File: config.mk
export PLATFORM = sky130hd
export DESIGN_NAME = md4so_csr_flat
export DESIGN_NICKNAME = d
export VERILOG_FILES = /design/src/rtl/md4so_pkg.sv /design/src/rtl/md4so_if.sv /design/src/rtl/md4so_csr.sv /design/src/flat_wrapper.sv
export SDC_FILE = /design/constraint.sdc
export NUM_CORES = 1
export LEC_CHECK = 0
export BUFFER_PORTS_ARGS = -buffer_cell sky130_fd_sc_hd__buf_2
export CORE_MARGIN = 1
export CORE_UTILIZATION = 45
export CTS_CLUSTER_DIAMETER = 120
export DETAILED_ROUTE_END_ITERATION = 7
export GPL_ROUTABILITY_DRIVEN = 0
export PLACE_DENSITY = 0.73
export SLEW_MARGIN = 20
export SYNTH_ARGS = -nofsm -noshare
export SYNTH_HDL_FRONTEND = slang
export SYNTH_SLANG_ARGS = --single-unit
export TNS_END_PERCENT = 20
File: constraint.sdc
create_clock -name clock -period 1 [get_ports clock]
set_input_delay 0.2 -clock clock [delete_from_list [all_inputs] [get_ports clock]]
set_output_delay 0.2 -clock clock [all_outputs]
set_load 0.05 [all_outputs]
File: src/rtl/md4so_pkg.sv
// Package for the MD4 site occupancy oracle.
// Shared widths, chain constants, register indexes, lane type and MD4 step functions.
// No dependencies.
package md4so_pkg;

   localparam int unsigned WordWidth   = 32;
   localparam int unsigned Steps       = 48;
   localparam int unsigned StepWidth   = 6;
   localparam int unsigned CsrIdxWidth = 1;

   localparam logic [WordWidth-1:0] IvA = 32'h6745_2301;
   localparam logic [WordWidth-1:0] IvB = 32'hefcd_ab89;
   localparam logic [WordWidth-1:0] IvC = 32'h98ba_dcfe;
   localparam logic [WordWidth-1:0] IvD = 32'h1032_5476;

   localparam logic [WordWidth-1:0] KRound1 = 32'h5A82_7999;
   localparam logic [WordWidth-1:0] KRound2 = 32'h6ED9_EBA1;

   // padding word and bit length of the 12-byte message
   localparam logic [WordWidth-1:0] PadWord = 32'h0000_0080;
   localparam logic [WordWidth-1:0] LenWord = 32'd96;

   typedef enum logic [CsrIdxWidth-1:0] {
      CSR_HASH_SEED      = 1'b0,
      CSR_OPEN_THRESHOLD = 1'b1
   } md4so_csr_idx_type;

   typedef struct packed {
      logic [WordWidth-1:0] a;
      logic [WordWidth-1:0] b;
      logic [WordWidth-1:0] c;
      logic [WordWidth-1:0] d;
      logic [WordWidth-1:0] y;
      logic [WordWidth-1:0] x;
   } md4so_lane_type;

   // block word position used by a step
   function automatic logic [3:0] msg_sel(input logic [StepWidth-1:0] step);
      logic [3:0] i;
      logic [3:0] sel;
      i = step[3:0];
      case (step[5:4])
         2'd0:    sel = i;
         2'd1:    sel = {i[1:0], i[3:2]};
         default: sel = {i[0], i[1], i[2], i[3]};
      endcase
      return sel;
   endfunction

   function automatic logic [4:0] rot_amount(input logic [StepWidth-1:0] step);
      logic [4:0] s;
      case ({step[5:4], step[1:0]})
         4'b0000: s = 5'd3;
         4'b0001: s = 5'd7;
         4'b0010: s = 5'd11;
         4'b0011: s = 5'd19;
         4'b0100: s = 5'd3;
         4'b0101: s = 5'd5;
         4'b0110: s = 5'd9;
         4'b0111: s = 5'd13;
         4'b1000: s = 5'd3;
         4'b1001: s = 5'd9;
         4'b1010: s = 5'd11;
         default: s = 5'd15;
      endcase
      return s;
   endfunction

   function automatic logic [WordWidth-1:0] msg_word(
      input logic [3:0]           sel,
      input logic [WordWidth-1:0] seed,
      input logic [WordWidth-1:0] y,
      input logic [WordWidth-1:0] x
   );
      logic [WordWidth-1:0] w;
      case (sel)
         4'd0:    w = seed;
         4'd1:    w = y;
         4'd2:    w = x;
         4'd3:    w = PadWord;
         4'd14:   w = LenWord;
         default: w = '0;
      endcase
      return w;
   endfunction

   function automatic logic [WordWidth-1:0] round_fn(
      input logic [1:0]           rnd,
      input logic [WordWidth-1:0] b,
      input logic [WordWidth-1:0] c,
      input logic [WordWidth-1:0] d
   );
      logic [WordWidth-1:0] f;
      case (rnd)
         2'd0:    f = (b & c) | (~b & d);
         2'd1:    f = (b & c) | (b & d) | (c & d);
         default: f = b ^ c ^ d;
      endcase
      return f;
   endfunction

   function automatic logic [WordWidth-1:0] round_k(input logic [1:0] rnd);
      logic [WordWidth-1:0] k;
      case (rnd)
         2'd0:    k = '0;
         2'd1:    k = KRound1;
         default: k = KRound2;
      endcase
      return k;
   endfunction

endpackage

File: src/rtl/md4so_if.sv


interface md4so_csr_if;
   logic                                 valid;
   logic                                 ready;
   logic [md4so_pkg::CsrIdxWidth-1:0]    index;
   logic [md4so_pkg::WordWidth-1:0]      data;

   modport source (output valid, output index, output data, input ready);
   modport sink   (input valid, input index, input data, output ready);
endinterface

File: src/rtl/md4so_csr.sv
// Configuration registers: hash seed and open threshold.
// Depends on md4so_pkg and md4so_csr_if.
module md4so_csr (
   input  logic                            clock,
   input  logic                            reset,
   md4so_csr_if.sink                       csr_bus,
   output logic [md4so_pkg::WordWidth-1:0] hash_seed,
   output logic [md4so_pkg::WordWidth-1:0] open_threshold
);

   logic [md4so_pkg::WordWidth-1:0] hash_seed_ff;
   logic [md4so_pkg::WordWidth-1:0] hash_seed_in;
   logic [md4so_pkg::WordWidth-1:0] open_threshold_ff;
   logic [md4so_pkg::WordWidth-1:0] open_threshold_in;

   assign csr_bus.ready = 1'b1;

   always_comb begin
      hash_seed_in      = hash_seed_ff;
      open_threshold_in = open_threshold_ff;
      if (csr_bus.valid) begin
         unique case (md4so_pkg::md4so_csr_idx_type'(csr_bus.index))
            md4so_pkg::CSR_HASH_SEED:      hash_seed_in      = csr_bus.data;
            md4so_pkg::CSR_OPEN_THRESHOLD: open_threshold_in = csr_bus.data;
            default: ;
         endcase
      end
   end

   always_ff @(posedge clock) begin
      if (reset) begin
         hash_seed_ff      <= '0;
         open_threshold_ff <= '0;
      end else begin
         hash_seed_ff      <= hash_seed_in;
         open_threshold_ff <= open_threshold_in;
      end
   end

   assign hash_seed      = hash_seed_ff;
   assign open_threshold = open_threshold_ff;

endmodule

File: src/flat_wrapper.sv
// flat-port wrapper written by rule: the top's interface ports become plain ports
module md4so_csr_flat 
  (clock, reset, hash_seed, open_threshold, csr_bus_valid, csr_bus_index, csr_bus_data, csr_bus_ready);
  md4so_csr_if csr_bus_i ();
  input  logic clock;
  input  logic reset;
  output logic [md4so_pkg::WordWidth-1:0] hash_seed;
  output logic [md4so_pkg::WordWidth-1:0] open_threshold;
  input wire logic [$bits(csr_bus_i.valid)-1:0] csr_bus_valid;
  input wire logic [$bits(csr_bus_i.index)-1:0] csr_bus_index;
  input wire logic [$bits(csr_bus_i.data)-1:0] csr_bus_data;
  output wire logic [$bits(csr_bus_i.ready)-1:0] csr_bus_ready;
  assign csr_bus_i.valid = csr_bus_valid;
  assign csr_bus_i.index = csr_bus_index;
  assign csr_bus_i.data = csr_bus_data;
  assign csr_bus_ready = csr_bus_i.ready;
  md4so_csr u_core (.clock(clock), .reset(reset), .csr_bus(csr_bus_i), .hash_seed(hash_seed), .open_threshold(open_threshold));
endmodule
# After elaboration in Yosys (flattened, before gate mapping)
# Index checks and enable logic that the tools add are counted.
[word_totals]
regBits = 64
inputBits = 36
[op_classes]
bitwise = 1
n_reduce_logical = 2
[op_table]
columns = ["operator", "n"]
rows = [
  ["$reduce_and 2->1", 2],
  ["$not 1->1", 1],
]

# Depth between registers and ports, before layout
[depth]
depth_word = 2
ltp_mapped = 4
ltp_nobuf = 2

# Worst setup path after synthesis
# OpenSTA, ideal clock, no wires.
[synth_timing]
path_kind = "input port to flip-flop"
from = "in csr_bus_valid"
to = "reg u_core.hash_seed_ff, in the netlist u_core.hash_seed[18]"
setup_time_ps = 72
arrival_time_ps = 827
setup_slack_ps = 102
path_stages = 4
cell_sequence = "nor2b_2 > buf_6 > buf_6 > mux2i_1"
[synth_via]
elab_chain_len = 1
[synth_rtl]
columns = ["element", "line", "source"]
rows = [
  ["start, declared", "flat_wrapper.sv:9", "input wire logic [$bits(csr_bus_i.valid)-1:0] csr_bus_valid;"],
  ["$reduce_and 2->1 (no line)", "--", ""],
  ["end signal, assigned", "md4so_csr.sv:35", "hash_seed_ff <= hash_seed_in;"],
  ["end, declared", "md4so_csr.sv:11", "logic [md4so_pkg::WordWidth-1:0] hash_seed_ff;"],
]
# No other way between the ends.
# A chain may end at the register's enable or synchronous reset.

# Final worst setup path
[layout_timing]
from = "reg u_core.open_threshold_ff, in the netlist u_core.open_threshold[29]"
to = "out open_threshold[29] in the netlist's numbering"
[layout_rtl]
columns = ["element", "line", "source"]
rows = [
  ["start, declared", "md4so_csr.sv:13", "logic [md4so_pkg::WordWidth-1:0] open_threshold_ff;"],
  ["start signal, assigned", "md4so_csr.sv:36", "open_threshold_ff <= open_threshold_in;"],
  ["end, declared", "flat_wrapper.sv:8", "output logic [md4so_pkg::WordWidth-1:0] open_threshold;"],
]
# No word-level cell between the ends.

==> impl_results.md <==
- Final HPWL DP: 3506 um
- Largest net degree at the start of global routing: 54
- P_leak: 1.878 nW
- Total die area: 6209 um2
- R2R setup slack: 300 ps
- Setup TNS Final: -1519 ps
- Cts bufs inserted: 9
- Drc violations: 0
- Final Hold Fails: 0
- Number of global-route vias before repair: 2001
- H-tree depth: 3
- Top delay family on crit path: flip-flops
- Ports: 101
- Critical R2R Launch: u_core.hash_seed[8]
- Crit-path max FO: 2
- Clock transition at the registers of the reported paths: 70 ps
- # diodes: 0
- Gr usage total: 20.17%
- Mapped Cells: 247
- Synth cell types: 12
- Routed wire length: 6023 um
- Tcrit/Tclk final: 104.8%
- Site Rows: 27
- Max-cap violations: 0
- Placed insts: 405
- Stages on the worst setup path: 1
- Fin nets: 384
- CP Capture Type: output port
- Total Power: 0.006463 W
- Clk sinks: 64
- Status: finished, violations left
- Syn_nets: 283
- Critical Path Max Stage Delay: 360 ps
- FF-to-FF End: u_core.hash_seed[8]
- Post-synthesis sequential area ratio: 48.28%
- Remaining antenna violation count after routing: 0
- Synthesis-stage register bit count: 64
- Worst reg2reg path depth: 3
- Initial Util: 47.32%
- PwrDens: 1557 nW/um2
- Dpl ws: -27.51 ps
- Proportion of layout cells with a drive suffix above 1: 53.69%
- Routed via count: 2009
- Hold_buf cts: 0
- Clock skew: 0 ps
- Failing checks: negative setup slack
- Worst Slack Setup Final: -48.12 ps
- Total grt overflow: 0
- Final core occ: 74.03%
- Chip height: 78.80 um
- VDD IR max: 908.2 uV
- Routed len/inst: 14.21 um
- Latest clock arrival within the worst-skew pair: 330 ps
- RSZ-0062 raised after global routing: true
- Fin cells: 424
- Maximum clock frequency: 0.9541 GHz
- Detailed router's first-iteration violation count: 69
- Mean Syn Cell Area: 10.74 um2
- Clock tree buffer depth: 2
- Worst path cell trace: buf_8
- Critical path launch point: u_core.open_threshold[29]
- Drt pass-1 iters: 4
- Crit path DAT: 850 ps
- Wire length of the first global-routing pass: 9473 um
- CP Class: flip-flop to output port
- Vias per cell: 4.738
- Tmin final: 1048 ps
- WP data required: 800 ps
- CTS tree: done
- Worst path bufs/invs: 1
- Synth warnings: 0
- Slew Viols, Final: 0
- Port buffer count: 99
- Total core area: 5608 um2
- Crit start category: flip-flop
- Die Width: 78.80 um
- Cell area after synthesis: 2654 um2
- Min-delay worst type: primary input to flip-flop
- Worst Setup EP: open_threshold[29]
- Area delta synth->final: 56.44%
- Final setup violation count: 64
- Initial antenna violation count: 0
- Clk root buf: clkbuf_8
- Worst path slowest cell: dfxtp_2
## area by class of cell
type / instances / area (um2)
clock inverter: 3 / 40.04
timing repair buffer: 108 / 1217
fill: 390 / 1456
sequential: 64 / 1361
multi-input combinational: 165 / 1277
tap: 72 / 90.09
clock buffer: 12 / 165.2
## worst min path at each step
stage,startpoint,end,cells past startpoint
6_report,csr_bus_data[30],u_core.hash_seed[30],3
3_3_place_gp,u_core.hash_seed[17],u_core.hash_seed[17],2
5_1_grt,csr_bus_data[17],u_core.open_threshold[17],3
4_1_cts,csr_bus_data[30],u_core.hash_seed[30],3
2_1_floorplan,csr_bus_data[0],u_core.open_threshold[0],2
3_5_place_dp,u_core.hash_seed[16],u_core.hash_seed[16],2
## power by group
group / leakage (nW) / internal, W / switching (W) / total [W]
registers: 0.551 / 0.00271 / 0.000118 / 0.00283
clock network: 0.108 / 0.00133 / 0.000959 / 0.00229
logic: 1.22 / 0.000599 / 0.000744 / 0.00134
## per-layer routing
layer | global-route usage (%) | vias to the layer above | part of all wire, %
li1 | - | 1004 | -
met2 | 34.78 | 63 | 52
met3 | 5.402 | 12 | 4.8
met4 | 12.96 | 0 | 2.6
met5 | 0 | - | 0
met1 | 21.73 | 930 | 41
## per-stage QoR
stage	instance area [um2]	hold WS, ps
4_1_cts	4069	126.4
2_1_floorplan	2654	375.6
3_5_place_dp	3244	459.8
6_report	4151	140.1
5_1_grt	4151	136.2
3_3_place_gp	3244	454.5
## layout by cell type (no fill, tap or decap)
cell type  count
conb_1         1
dfxtp_2       64
clkinv_2       2
nand2_2        1
buf_8         51
mux2i_1       64
and2_1         1
nor2b_4        1
buf_12         5
buf_6         13
nand2b_1      97
buf_4          4
clkbuf_8      12
bufinv_16      1
buf_2         35
## sequential cells by signal, indices dropped and copies added, names as in the netlist
signal                 cells
u_core.hash_seed          32
u_core.open_threshold     32
## Yosys cell counts (all sizes together)
library cell | instances | share of area (%)
dfxtp | 64 | 48
mux2i | 64 | 24
clkbuf | 8 | 1.1
conb | 1 | 0.14
nand2 | 1 | 0.14
nor2b | 1 | 0.33
nand2b | 97 | 23
and2 | 1 | 0.24
buf | 10 | 2.7
## repair_timing
action	4_1_cts	5_1_grt
resized for setup	223	20
buffers inserted	3	1
endpoints found under the setup margin	64	64
## logic make-up (layout without fill, tap and decap cells)
kind of cell	count (synthesis)	count (layout)	synth area share [%]
mux	64	64	24.14
flops	64	64	48.28
simple gates	100	100	23.57
buf+inv	18	123	3.866
other cells	1	1	0.1413
No activity file was read; power rests on OpenSTA's default activity.
